**src/sv/scxc_pkg.sv**
```systemverilog
`timescale 1ns / 1ps
// ----------------------------------------------------------------------------
// scxc_pkg
// Shared types, register indexes and key-schedule helpers for the
// segment-chained xor cipher.
// ----------------------------------------------------------------------------
package scxc_pkg;

    // field widths
    localparam int unsigned KEY_W     = 32;
    localparam int unsigned SEG_W     = 16;
    localparam int unsigned MSG_W     = 24;
    localparam int unsigned BYTE_W    = 8;
    localparam int unsigned CFG_IDX_W = 2;

    // configuration register indexes
    localparam logic [CFG_IDX_W-1:0] CFG_START_KEY     = 2'd0;
    localparam logic [CFG_IDX_W-1:0] CFG_SEGMENT_BYTES = 2'd1;
    localparam logic [CFG_IDX_W-1:0] CFG_MESSAGE_BYTES = 2'd2;

    // reset values of the configuration registers
    localparam logic [KEY_W-1:0] RST_START_KEY     = 32'd0;
    localparam logic [SEG_W-1:0] RST_SEGMENT_BYTES = 16'd64;
    localparam logic [MSG_W-1:0] RST_MESSAGE_BYTES = 24'd1;

    // reflected crc-32
    localparam logic [KEY_W-1:0] CRC_POLY = 32'hEDB8_8320;
    localparam logic [KEY_W-1:0] CRC_ONES = 32'hFFFF_FFFF;

    // running stream state
    typedef struct packed {
        logic [KEY_W-1:0] key;
        logic [SEG_W-1:0] offset;
        logic [MSG_W-1:0] remaining;
        logic [SEG_W-1:0] seg_len;
    } t_scxc_state;

    // key stream byte and end-of-message flag for the current byte
    typedef struct packed {
        logic [BYTE_W-1:0] key_byte;
        logic              last;
    } t_scxc_stream;

    // next segment key: crc-32 over the four key bytes, low byte first
    function automatic logic [KEY_W-1:0] key_successor(input logic [KEY_W-1:0] k);
        logic [KEY_W-1:0] crc;
        crc = CRC_ONES ^ k;
        for (int i = 0; i < KEY_W; i++) begin
            crc = crc[0] ? (CRC_POLY ^ (crc >> 1)) : (crc >> 1);
        end
        return crc ^ CRC_ONES;
    endfunction

    // length of the segment that starts with rem bytes left
    function automatic logic [SEG_W-1:0] seg_len_for(input logic [SEG_W-1:0] seg_eff,
                                                     input logic [MSG_W-1:0] rem);
        logic [SEG_W-1:0] len;
        if (rem < {{(MSG_W-SEG_W){1'b0}}, seg_eff}) begin
            len = rem[SEG_W-1:0];
        end else begin
            len = seg_eff;
        end
        if (len == '0) begin
            len = {{(SEG_W-1){1'b0}}, 1'b1};
        end
        return len;
    endfunction

endpackage

```
**src/sv/scxc_in_if.sv**
```systemverilog
`timescale 1ns / 1ps
// ----------------------------------------------------------------------------
// scxc_in_if
// Input byte channel: valid/ready handshake carrying one message byte.
// ----------------------------------------------------------------------------
interface scxc_in_if;
    import scxc_pkg::*;

    logic              valid;
    logic              ready;
    logic [BYTE_W-1:0] data_in;

    modport source (output valid, output data_in, input ready);
    modport sink   (input valid, input data_in, output ready);

endinterface

```
**src/sv/scxc_out_if.sv**
```systemverilog
`timescale 1ns / 1ps
// ----------------------------------------------------------------------------
// scxc_out_if
// Output byte channel: valid/ready handshake carrying the ciphered byte and
// the end-of-message flag.
// ----------------------------------------------------------------------------
interface scxc_out_if;
    import scxc_pkg::*;

    logic              valid;
    logic              ready;
    logic [BYTE_W-1:0] data_out;
    logic              last;

    modport source (output valid, output data_out, output last, input ready);
    modport sink   (input valid, input data_out, input last, output ready);

endinterface

```
**src/sv/scxc_keystream.sv**
```systemverilog
`timescale 1ns / 1ps
// ----------------------------------------------------------------------------
// scxc_keystream
// Selects the key stream byte for the current position in the segment:
// rotated key bytes over the word part, plain key bytes over the tail.
// ----------------------------------------------------------------------------
module scxc_keystream (
    input  scxc_pkg::t_scxc_state  i_state,
    output scxc_pkg::t_scxc_stream o_stream
);
    import scxc_pkg::*;

    logic [SEG_W-1:0]   word_part;
    logic [4:0]         rot_amt;
    logic [1:0]         lane;
    logic [2*KEY_W-1:0] key_dbl;
    logic [KEY_W-1:0]   key_rot;
    logic [KEY_W-1:0]   key_sel;
    logic [KEY_W-1:0]   key_shift;

    // word part of the segment is its length rounded down to whole words
    assign word_part = {i_state.seg_len[SEG_W-1:2], 2'b00};
    assign rot_amt   = i_state.offset[6:2];
    assign lane      = i_state.offset[1:0];

    // rotate left by word index mod 32
    assign key_dbl = {i_state.key, i_state.key};
    always_comb begin
        key_rot = key_dbl[KEY_W-1:0];
        key_rot = KEY_W'(key_dbl >> (6'd32 - {1'b0, rot_amt}));
    end

    // pick rotated or plain key, then the byte lane
    assign key_sel   = (i_state.offset < word_part) ? key_rot : i_state.key;
    assign key_shift = key_sel >> {lane, 3'b000};

    assign o_stream.key_byte = key_shift[BYTE_W-1:0];
    assign o_stream.last     = (i_state.remaining <= {{(MSG_W-1){1'b0}}, 1'b1});

endmodule

```
**src/sv/scxc_state.sv**
```systemverilog
`timescale 1ns / 1ps
// ----------------------------------------------------------------------------
// scxc_state
// Configuration registers and the running key, offset and length counters;
// advances once per processed byte and restarts at message end or on any
// register write.
// ----------------------------------------------------------------------------
module scxc_state (
    input  logic                                i_clk,
    input  logic                                i_rst_n,
    input  logic                                i_cfg_we,
    input  logic [scxc_pkg::CFG_IDX_W-1:0]      i_cfg_idx,
    input  logic [scxc_pkg::KEY_W-1:0]          i_cfg_wdata,
    input  logic                                i_advance,
    input  logic                                i_last,
    output scxc_pkg::t_scxc_state               o_state
);
    import scxc_pkg::*;

    logic [KEY_W-1:0] r_start_key, n_start_key;
    logic [SEG_W-1:0] r_seg_bytes, n_seg_bytes;
    logic [MSG_W-1:0] r_msg_bytes, n_msg_bytes;
    t_scxc_state      r_state, n_state;

    logic             cfg_hit;
    logic [SEG_W-1:0] seg_eff;
    logic [MSG_W-1:0] msg_eff;
    logic [MSG_W-1:0] rem_dec;
    logic [SEG_W:0]   off_inc;

    // register write decode
    always_comb begin
        n_start_key = r_start_key;
        n_seg_bytes = r_seg_bytes;
        n_msg_bytes = r_msg_bytes;
        cfg_hit     = 1'b0;
        if (i_cfg_we) begin
            unique case (i_cfg_idx)
                CFG_START_KEY: begin
                    n_start_key = i_cfg_wdata;
                    cfg_hit     = 1'b1;
                end
                CFG_SEGMENT_BYTES: begin
                    n_seg_bytes = i_cfg_wdata[SEG_W-1:0];
                    cfg_hit     = 1'b1;
                end
                CFG_MESSAGE_BYTES: begin
                    n_msg_bytes = i_cfg_wdata[MSG_W-1:0];
                    cfg_hit     = 1'b1;
                end
                default: begin
                    cfg_hit = 1'b0;
                end
            endcase
        end
    end

    // zero sizes count as one
    assign seg_eff = (n_seg_bytes == '0) ? {{(SEG_W-1){1'b0}}, 1'b1} : n_seg_bytes;
    assign msg_eff = (n_msg_bytes == '0) ? {{(MSG_W-1){1'b0}}, 1'b1} : n_msg_bytes;

    assign rem_dec = r_state.remaining - {{(MSG_W-1){1'b0}}, 1'b1};
    assign off_inc = {1'b0, r_state.offset} + {{SEG_W{1'b0}}, 1'b1};

    // stream state update
    always_comb begin
        n_state = r_state;
        if (cfg_hit || (i_advance && i_last)) begin
            n_state.key       = n_start_key;
            n_state.offset    = '0;
            n_state.remaining = msg_eff;
            n_state.seg_len   = seg_len_for(seg_eff, msg_eff);
        end else if (i_advance) begin
            n_state.remaining = rem_dec;
            if (off_inc >= {1'b0, r_state.seg_len}) begin
                n_state.key     = key_successor(r_state.key);
                n_state.offset  = '0;
                n_state.seg_len = seg_len_for(seg_eff, rem_dec);
            end else begin
                n_state.offset = off_inc[SEG_W-1:0];
            end
        end
    end

    always_ff @(posedge i_clk) begin
        if (!i_rst_n) begin
            r_start_key       <= RST_START_KEY;
            r_seg_bytes       <= RST_SEGMENT_BYTES;
            r_msg_bytes       <= RST_MESSAGE_BYTES;
            r_state.key       <= RST_START_KEY;
            r_state.offset    <= '0;
            r_state.remaining <= RST_MESSAGE_BYTES;
            r_state.seg_len   <= {{(SEG_W-1){1'b0}}, 1'b1};
        end else begin
            r_start_key <= n_start_key;
            r_seg_bytes <= n_seg_bytes;
            r_msg_bytes <= n_msg_bytes;
            r_state     <= n_state;
        end
    end

    assign o_state = r_state;

endmodule

```
**src/sv/segment_chain_xor_cipher_unit.sv**
```systemverilog
`timescale 1ns / 1ps
// ----------------------------------------------------------------------------
// segment_chain_xor_cipher_unit
// Segment-chained xor stream cipher, one message byte per transaction.
// ----------------------------------------------------------------------------
// The unit takes one byte per clock cycle and returns it xored with the key
// stream through an input register, then a result register. Throughput is
// one byte per cycle while results are taken: the key byte selection and
// the crc-32 key update at a segment end are both done in the single cycle
// in which a byte moves from the input register to the result register.
// While a result waits to be taken the input register can still take one
// byte, after which the input stalls until the result is taken.
// The final byte of each message is flagged with last, after which the
// stream restarts from the start key. A write to any register restarts the
// message; write registers only while no transaction is in flight.
module segment_chain_xor_cipher_unit (
    input  logic                           i_clk,
    input  logic                           i_rst_n,
    input  logic                           i_cfg_we,
    input  logic [scxc_pkg::CFG_IDX_W-1:0] i_cfg_idx,
    input  logic [scxc_pkg::KEY_W-1:0]     i_cfg_wdata,
    scxc_in_if.sink                        i_in_ch,
    scxc_out_if.source                     o_out_ch
);
    import scxc_pkg::*;

    logic              r_in_valid, n_in_valid;
    logic [BYTE_W-1:0] r_in_data;
    logic              r_out_valid, n_out_valid;
    logic [BYTE_W-1:0] r_out_data;
    logic              r_out_last;

    logic              in_fire;
    logic              advance;
    t_scxc_state       state;
    t_scxc_stream      stream;

    // byte moves to the result register when it is empty or being drained
    assign advance       = r_in_valid && (!r_out_valid || o_out_ch.ready);
    assign i_in_ch.ready = !r_in_valid || advance;
    assign in_fire       = i_in_ch.valid && i_in_ch.ready;

    assign n_in_valid  = in_fire || (r_in_valid && !advance);
    assign n_out_valid = advance || (r_out_valid && !o_out_ch.ready);

    scxc_state u_state (
        .i_clk       (i_clk),
        .i_rst_n     (i_rst_n),
        .i_cfg_we    (i_cfg_we),
        .i_cfg_idx   (i_cfg_idx),
        .i_cfg_wdata (i_cfg_wdata),
        .i_advance   (advance),
        .i_last      (stream.last),
        .o_state     (state)
    );

    scxc_keystream u_keystream (
        .i_state  (state),
        .o_stream (stream)
    );

    // handshake flags
    always_ff @(posedge i_clk) begin
        if (!i_rst_n) begin
            r_in_valid  <= 1'b0;
            r_out_valid <= 1'b0;
        end else begin
            r_in_valid  <= n_in_valid;
            r_out_valid <= n_out_valid;
        end
    end

    // payload registers
    always_ff @(posedge i_clk) begin
        if (in_fire) begin
            r_in_data <= i_in_ch.data_in;
        end
        if (advance) begin
            r_out_data <= r_in_data ^ stream.key_byte;
            r_out_last <= stream.last;
        end
    end

    assign o_out_ch.valid    = r_out_valid;
    assign o_out_ch.data_out = r_out_data;
    assign o_out_ch.last     = r_out_last;

`ifndef SYNTHESIS
    // offset always stays inside the current segment
    a_offset_in_segment: assert property (@(posedge i_clk) disable iff (!i_rst_n)
        state.offset < state.seg_len)
        else $error("segment offset outside segment");

    // current segment never runs past the end of the message
    a_segment_fits: assert property (@(posedge i_clk) disable iff (!i_rst_n)
        (({{(MSG_W-SEG_W){1'b0}}, state.seg_len} - {{(MSG_W-SEG_W){1'b0}}, state.offset})
            <= state.remaining) && (state.remaining != '0))
        else $error("segment extends past message end");

    // the byte after a flagged final byte starts a new message
    a_restart_after_last: assert property (@(posedge i_clk) disable iff (!i_rst_n)
        (advance && stream.last) |=> (state.offset == '0))
        else $error("no restart after final byte");

    // a held input byte blocks new input transactions
    a_input_blocked: assert property (@(posedge i_clk) disable iff (!i_rst_n)
        (r_in_valid && !advance) |-> !i_in_ch.ready)
        else $error("input accepted while input register is held");
`endif

endmodule
```
**src/flat_wrapper.sv**
```systemverilog
// flat-port wrapper written by rule: the top's interface ports become plain ports
module segment_chain_xor_cipher_unit_flat import scxc_pkg::*;
  (i_clk, i_rst_n, i_cfg_we, i_cfg_idx, i_cfg_wdata, i_in_ch_valid, i_in_ch_data_in, i_in_ch_ready, o_out_ch_valid, o_out_ch_data_out, o_out_ch_last, o_out_ch_ready);
  scxc_in_if i_in_ch_i ();
  scxc_out_if o_out_ch_i ();
  input  logic i_clk;
  input  logic i_rst_n;
  input  logic i_cfg_we;
  input  logic [scxc_pkg::CFG_IDX_W-1:0] i_cfg_idx;
  input  logic [scxc_pkg::KEY_W-1:0] i_cfg_wdata;
  input wire logic [$bits(i_in_ch_i.valid)-1:0] i_in_ch_valid;
  input wire logic [$bits(i_in_ch_i.data_in)-1:0] i_in_ch_data_in;
  output wire logic [$bits(i_in_ch_i.ready)-1:0] i_in_ch_ready;
  output wire logic [$bits(o_out_ch_i.valid)-1:0] o_out_ch_valid;
  output wire logic [$bits(o_out_ch_i.data_out)-1:0] o_out_ch_data_out;
  output wire logic [$bits(o_out_ch_i.last)-1:0] o_out_ch_last;
  input wire logic [$bits(o_out_ch_i.ready)-1:0] o_out_ch_ready;
  assign i_in_ch_i.valid = i_in_ch_valid;
  assign i_in_ch_i.data_in = i_in_ch_data_in;
  assign i_in_ch_ready = i_in_ch_i.ready;
  assign o_out_ch_valid = o_out_ch_i.valid;
  assign o_out_ch_data_out = o_out_ch_i.data_out;
  assign o_out_ch_last = o_out_ch_i.last;
  assign o_out_ch_i.ready = o_out_ch_ready;
  segment_chain_xor_cipher_unit u_core (.i_clk(i_clk), .i_rst_n(i_rst_n), .i_cfg_we(i_cfg_we), .i_cfg_idx(i_cfg_idx), .i_cfg_wdata(i_cfg_wdata), .i_in_ch(i_in_ch_i), .o_out_ch(o_out_ch_i));
endmodule
```
**config.mk**
```make
export PLATFORM = sky130hd
export DESIGN_NAME = segment_chain_xor_cipher_unit_flat
export DESIGN_NICKNAME = d
export VERILOG_FILES = /design/src/sv/scxc_pkg.sv /design/src/sv/scxc_in_if.sv /design/src/sv/scxc_out_if.sv /design/src/sv/scxc_keystream.sv /design/src/sv/scxc_state.sv /design/src/sv/segment_chain_xor_cipher_unit.sv /design/src/flat_wrapper.sv
export SDC_FILE = /design/constraint.sdc
export NUM_CORES = 1
export LEC_CHECK = 0
export ABC_AREA = 1
export BUFFER_PORTS_ARGS = -buffer_cell sky130_fd_sc_hd__buf_2
export CORE_UTILIZATION = 45
export CTS_CLUSTER_DIAMETER = 60
export CTS_CLUSTER_SIZE = 40
export DETAILED_ROUTE_END_ITERATION = 7
export GPL_TIMING_DRIVEN = 1
export PLACE_DENSITY = 0.66
export SLEW_MARGIN = 30
export SYNTH_ARGS = -nofsm -noshare
export SYNTH_HDL_FRONTEND = slang
export SYNTH_SLANG_ARGS = --single-unit
export TNS_END_PERCENT = 5
```
**constraint.sdc**
```tcl
create_clock -name i_clk -period 11.5 [get_ports i_clk]
set_clock_uncertainty 0.2 [all_clocks]
set_input_delay 2.3 -clock i_clk [delete_from_list [all_inputs] [get_ports i_clk]]
set_output_delay 2.3 -clock i_clk [all_outputs]
set_load 0.02 [all_outputs]
```
* Yosys cells after proc, flatten, opt, wreduce, memory -nomap -nowiden *
Cells that the tools add are included.

cells by class
  add/subtract/negate cells = 3
  $lt $le $gt $ge = 5
  equal/unequal tests = 2
  shifts and indexed selects = 2
  multiplexer cells = 56
  bitwise logic cells = 36
  reduce and logical (&&, ||, !) cells = 24

operators with widths
  cell                                                   number
  two-way mux 32 bit                                     36
  inverter 13 -> 14 bit                                  32
  two-way mux 16 bit                                     13
  two-way mux 88 bit                                     2
  two-way mux 24 bit                                     3
  inverter 32 bit                                        2
  right shift 64 x 6 -> 32 bit                           1
  logical NOT 16 bit                                     3
  less-than comparator 24 x 16 -> 1 bit                  2
  right shift 32 x 5 -> 8 bit                            1
  <= comparator 24 x 1 -> 1 bit (second input constant)  1
  logical NOT 24 bit                                     1
  subtractor 24 x 1 -> 24 bit (second input constant)    1
  adder 16 x 1 -> 17 bit (second input constant)         1
  greater-or-equal comparator 17 x 16 -> 1 bit           1
  less-than comparator 16 bit                            1
  XOR 8 bit                                              1
  subtractor 6 x 5 -> 6 bit (first input constant)       1
  logical AND 1 bit                                      5
  logical OR 1 bit                                       5
  logical NOT 1 bit                                      4
  nonzero test 2 bit                                     2
  OR reduction 3 bit                                     1
  == test 2 x 1 -> 1 bit (second input constant)         1
  6 further kinds                                        7

storage, ports and cells
  flip-flop bits (word level) = 179
  input bits = 47
  output and inout port bits = 11
  word-level logic and storage cells = 140

* Logic depth before layout (Yosys ltp) *
  depth after elaboration = 69
  mapped depth = 30
  mapped depth without buffers = 28

* By module *
A second synthesis with hierarchy kept.

unflattened totals
  cell total of the unflattened synthesis = 2,492
  area, all modules = 16,080.4 um^2

by module, submodules not included
  module                         instances  cells each  area an instance (um^2)  sequential area each (um^2)
  scxc_state                     1          1,818       12,290.5                 3,203.1
  scxc_keystream                 1          636         3,114.2                  0.0
  segment_chain_xor_cipher_unit  1          38          675.6                    550.5

* Worst setup path after synthesis *
Ideal clock, no wire load.

  path kind = input-to-reg
  start point = in i_cfg_idx[1] (netlist bit)
  end point = reg u_core.u_state.r_state, in the netlist u_core.u_state.o_state[0]
  library setup time = 0.059 ns
  arrival time = 4.994 ns
  required time = 11.241 ns
  path slack = 6.247 ns
  stages on the path = 23
  buffers on the path = 2
  path through = clkinv_1 nand3_1 buf_2 nand2_1 nand2_1 inv_1 ha_1 a21oi_1 o21ai_0 nand2_1 o211ai_1 nor2_1 nand2_1 buf_2 o21ai_0 nand2_1 nor2_1 nand2_1 o21ai_0 nand2_1 nand2_1 nand2_1 nand2_1

on the way
  word-level cells in the longest chain between the ends = 15
  elaborated cells between the ends (all ways) = 33
  those cells by class = order compare (2); eq/ne (2); mux (19); reduce/logical (10)

RTL lines
  what                                   line               RTL
  start, declared                        flat_wrapper.sv:9  input logic [scxc_pkg::CFG_IDX_W-1:0] i_cfg_idx;
  == test 2 x 1 -> 1 bit                 scxc_state.sv:38   unique case (i_cfg_idx)
  two-way mux 16 bit                     scxc_state.sv:38
  two-way mux 16 bit                     scxc_state.sv:37   if (i_cfg_we) begin
  logical NOT 16 bit                     scxc_state.sv:59   assign seg_eff = (n_seg_bytes == '0) ? {{(SEG_W-1){1'b0}}, 1'b1} : n_seg_bytes;
  two-way mux 16 bit                     scxc_state.sv:59
  less-than comparator 24 x 16 -> 1 bit  scxc_pkg.sv:58     if (rem < {{(MSG_W-SEG_W){1'b0}}, seg_eff}) begin
  two-way mux 16 bit                     scxc_pkg.sv:58
  two-way mux 16 bit                     scxc_state.sv:75   if (off_inc >= {1'b0, r_state.seg_len}) begin
  two-way mux 16 bit                     scxc_state.sv:73   end else if (i_advance) begin
  two-way mux 16 bit                     scxc_state.sv:68   if (cfg_hit || (i_advance && i_last)) begin
  logical NOT 16 bit                     scxc_pkg.sv:63     if (len == '0) begin
  two-way mux 16 bit                     scxc_pkg.sv:63
  two-way mux 16 bit                     scxc_state.sv:75
  two-way mux 88 bit                     scxc_state.sv:73
  two-way mux 88 bit                     scxc_state.sv:68
  end signal, assigned                   scxc_state.sv:98   r_state <= n_state;
  end, declared                          scxc_state.sv:23   t_scxc_state r_state, n_state;

Several ways; a longest one is shown, not always the timed one. The select of a mux whose other input is x is not followed.
A chain may end at the register's enable or synchronous reset.

* Worst setup path after layout *
  start point = in o_out_ch_ready
  end point = reg u_core.u_state.r_state, in the netlist u_core.u_state.o_state[40]

on the way
  word-level cells in the longest chain between the ends = 5

RTL lines
  what                          line                                 RTL
  start, declared               flat_wrapper.sv:17                   input wire logic [$bits(o_out_ch_i.ready)-1:0] o_out_ch_ready;
  logical OR 1 bit *            segment_chain_xor_cipher_unit.sv:39  assign advance = r_in_valid && (!r_out_valid || o_out_ch.ready);
  logical AND 1 bit *           segment_chain_xor_cipher_unit.sv:39
  logical AND 1 bit             scxc_state.sv:68
  logical OR 1 bit              scxc_state.sv:68
  OR reduction 2 bit (no line)  --

Every way passes the cells marked *; elsewhere a longest branch is shown, timed or not.

==> results.md <==
- Status: finished clean
- Worst Path Arrival: 6.46 ns
- Post-synth top flop: dfxtp_1
- Synth Area in Compound Gates: 0.161
- Crit path capture type: register
- Worst setup SP type: primary input
- CP peak stage delay: 0.68 ns
- Rows: 68
- Slew @ Worst Pin: 0.923 ns
- Fillers: 3546
- Initial antenna violation count: 1
- Post-synth EDFFs: 17
- Largest net degree at the start of global routing: 77
- Critical Path Slowest Stage Cell: nand2_1
- Cts hold-fix bufs: 0
- Hold Vio Cnt, Final: 0
- Pre-antenna DRT Iters: 6
- Max Cap Viol: 0
- Residual DRC count: 0
- Ys async rst share: 0
- Crit path buf inv count: 5
- Ports: 58
- Reg area: 0.00375 mm^2
- WL/cell: 18.1 um
- Worst-path clk slew: 0.07 ns
- RSZ-0062 raised after global routing: false
- Grt ovf: 0
- Syn_area_per_cell: 6.61 um^2
- Mux cell area share after synthesis: 0.0344
- Final slew viol count: 0
- Main combinational cell family by area after synthesis: simple AND/OR/NAND/NOR gates
- Xor and xnor area share after synthesis: 0.165
- Fmax: 159 MHz
- Mapped Area: 0.0160 mm^2
- Syn. warnings: 0
- NumNets Final: 2513
- Hold Startpoint: u_core.r_in_valid
- Multi-input gate area: 0.0108 mm^2
- Most frequent cell after synthesis: nand2_1
- Reg-to-reg startpoint: u_core.u_state.o_state[41]
- Post-CTS setup buffers: 0
- Crit-path max FO: 46
- Clk_lat worst skew: 0.44 ns
- PostCTS Resize Cnt: 0
- Critical Path RT: 11.68 ns
- Kind of critical path: primary input to register
- Crit-path most repeated cell: nand2_1
- Share of cells above drive strength 1: 0.0899
- Starting DRT DRC Count: 1282
- Net Count, Synth: 2530
- Critical Path Stages: 12
- Commonest cells post-synth: nand2_1 (604), inv_1 (242), nor2_1 (230)
- Adder-Cell Fraction of Synth Area: 0.0501
- Num CTS Buffers: 17
- CP cell instances: buf_2, inv_1, nand2_1, nand2_1, nand2_1, inv_1, nor2_2, buf_4, inv_2, nand2_1, a21oi_1, o21a_1
- Post-synth top area cell: dfxtp_1
- HPWL Detailed: 39.6 mm
- Vias in the first global route: 15100
- Die height: 191 um
- Root buffer cell: clkbuf_16
- Reg2reg setup slack: 6.06 ns
- Tot GR Track Use: 0.290
- Worst R2R Path Depth: 22
- Netlist cell types: 56
- RR Endpoint: u_core.u_state.o_state[57]
- Synthesized flop and latch total: 179
- CTS Buffer Depth: 2
- Cells after Synth: 2419
- Final setup viols: 0
- Max-slew headroom: 0.383
- Top Family by Delay on Critical Path: simple AND/OR/NAND/NOR gates
- Diodes inserted: 0
- Share of the yosys chip area belonging to registers: 0.235
- Effective utilization at floorplan: 0.460
- Simple-gate share of the synthesized area: 0.264
- Die area: 0.0363 mm^2
- Hold Path Class: register to register
- Clk sink count: 179
- Fin crit period: 6.28 ns
- Htree depth: 4
- Core ar.: 0.0348 mm^2
- Area growth from synthesis to layout: 7.48%
- Worst setup endpoint: u_core.u_state.o_state[40]
- Main area contributors after synthesis: dfxtp_1 (20%), nand2_1 (14%), xor2_1 (8.5%), o21ai_0 (6.9%), inv_1 (5.7%)
- Top cell type's share of synthesized area: 0.203
- Final TNS setup: 0 ns
- Worst Setup SP: o_out_ch_ready
- Global-route wire length before repair: 82.2 mm
- Tcrit/Tclk final: 0.546
- Number of port buffers: 57
- Die Wd: 191 um
- Vias: 15700
- WL final: 52.0 mm
- Final GP Congestion: 0.965
- TritonCTS clock tree: yes
- Final ANT Viol Nets: 0
- Via/cell ratio: 5.47
-- layout by cell type, fill, tap and decap left out, drive strengths merged, types with 2 or more instances in the layout --
cell     instances
nand2          627
inv            268
nor2           231
o21ai          227
xor2           181
dfxtp          162
a21oi          136
nand3           94
buf             77
xnor2           75
ha              64
mux2i           55
o211ai          26
or2             24
nand4           23
clkbuf          18
edfxtp          17
o21a            16
nor3            13
o22ai           12
clkinv          10
a211oi           9
a31oi            7
o221ai           6
nor4             5
a2bb2oi          4
a221oi           3
a22oi            3
o31ai            3
nand3b           3
and3             2
o311ai           2
-- through the flow --
stage | instances | setup WS [ns] | cell area (um^2) | hold WS (ns) | util
after floorplan | 2419 | 6.25 | 16000 | 0.243 | -
after global placement | 2838 | 4.84 | 16600 | 0.255 | 0.476
final | 2870 | 5.22 | 17200 | 0.279 | 0.494
after global routing | 2870 | 4.92 | 17200 | 0.313 | 0.494
after detailed placement | 2838 | 4.72 | 16600 | 0.273 | 0.476
after CTS | 2870 | 5.20 | 17200 | 0.285 | 0.494
-- worst register-to-register path: stages (launching register included) --
cell,delay (ns)
dfxtp_1,0.31
buf_4,0.24
inv_1,0.27
nor3_1,0.40
nand3_1,0.19
nor2_1,0.20
inv_1,0.09
nor3_1,0.23
nand2_1,0.14
nor2_1,0.15
nand2_1,0.08
xnor2_1,0.17
ha_1,0.31
nand3_1,0.07
nor3_1,0.17
nand2_1,0.08
nand4_1,0.21
o21ai_2,0.07
buf_4,0.28
inv_1,0.70
buf_4,0.39
o21ai_0,0.17
o21a_1,0.22
-- cells by family after synthesis --
family,count (synthesis)
xor+xnor,256
buf+inv,379
mux,55
simple gates,1024
compound gates,462
fa+ha+maj,64
flops,179
-- registers in the layout (all words and copies together) (netlist names) --
| name | count |
|---|---|
| u_core.o_out_ch.last | 1 |
| u_core.u_state.o_state | 88 |
| u_core.u_state.r_start_key | 32 |
| u_core.o_out_ch.valid | 1 |
| u_core.u_state.r_msg_bytes | 24 |
| u_core.u_state.r_seg_bytes | 16 |
| u_core.r_in_data | 8 |
| u_core.r_in_valid | 1 |
| u_core.o_out_ch.data_out | 8 |
-- final cells by class --
| type | instances | area share |
|---|---|---|
| Clock inverter | 14 | 0.0109 |
| Tap cell | 455 | 0.0331 |
| Clock buffer | 18 | 0.0250 |
| Sequential cell | 179 | 0.218 |
| Timing Repair Buffer | 77 | 0.0253 |
| Inverter | 266 | 0.0584 |
| Multi-Input combinational cell | 1861 | 0.629 |
-- routing by layer --
metal / track usage / part of all wire / vias up
met5: 0 / 0.00025 / -
met4: 0.130 / 0.042 / 2
li1: - / - / 7770
met1: 0.372 / 0.44 / 7284
met3: 0.0315 / 0.054 / 116
met2: 0.487 / 0.47 / 518
-- worst min path at each step --
stage / endpoint / slack, ns / depth (start not counted)
final: u_core.o_out_ch.valid / 0.28 / 2
after global routing: u_core.o_out_ch.valid / 0.31 / 2
after CTS: u_core.o_out_ch.valid / 0.28 / 2
after detailed placement: u_core.u_state.r_msg_bytes[3] / 0.27 / 2
after global placement: u_core.o_out_ch.valid / 0.26 / 2
after floorplan: u_core.o_out_ch.valid / 0.24 / 2
Power is left out: the tool's default activity adds up to more than one toggle a clock period on the data nets, which glitch-free logic cannot reach.
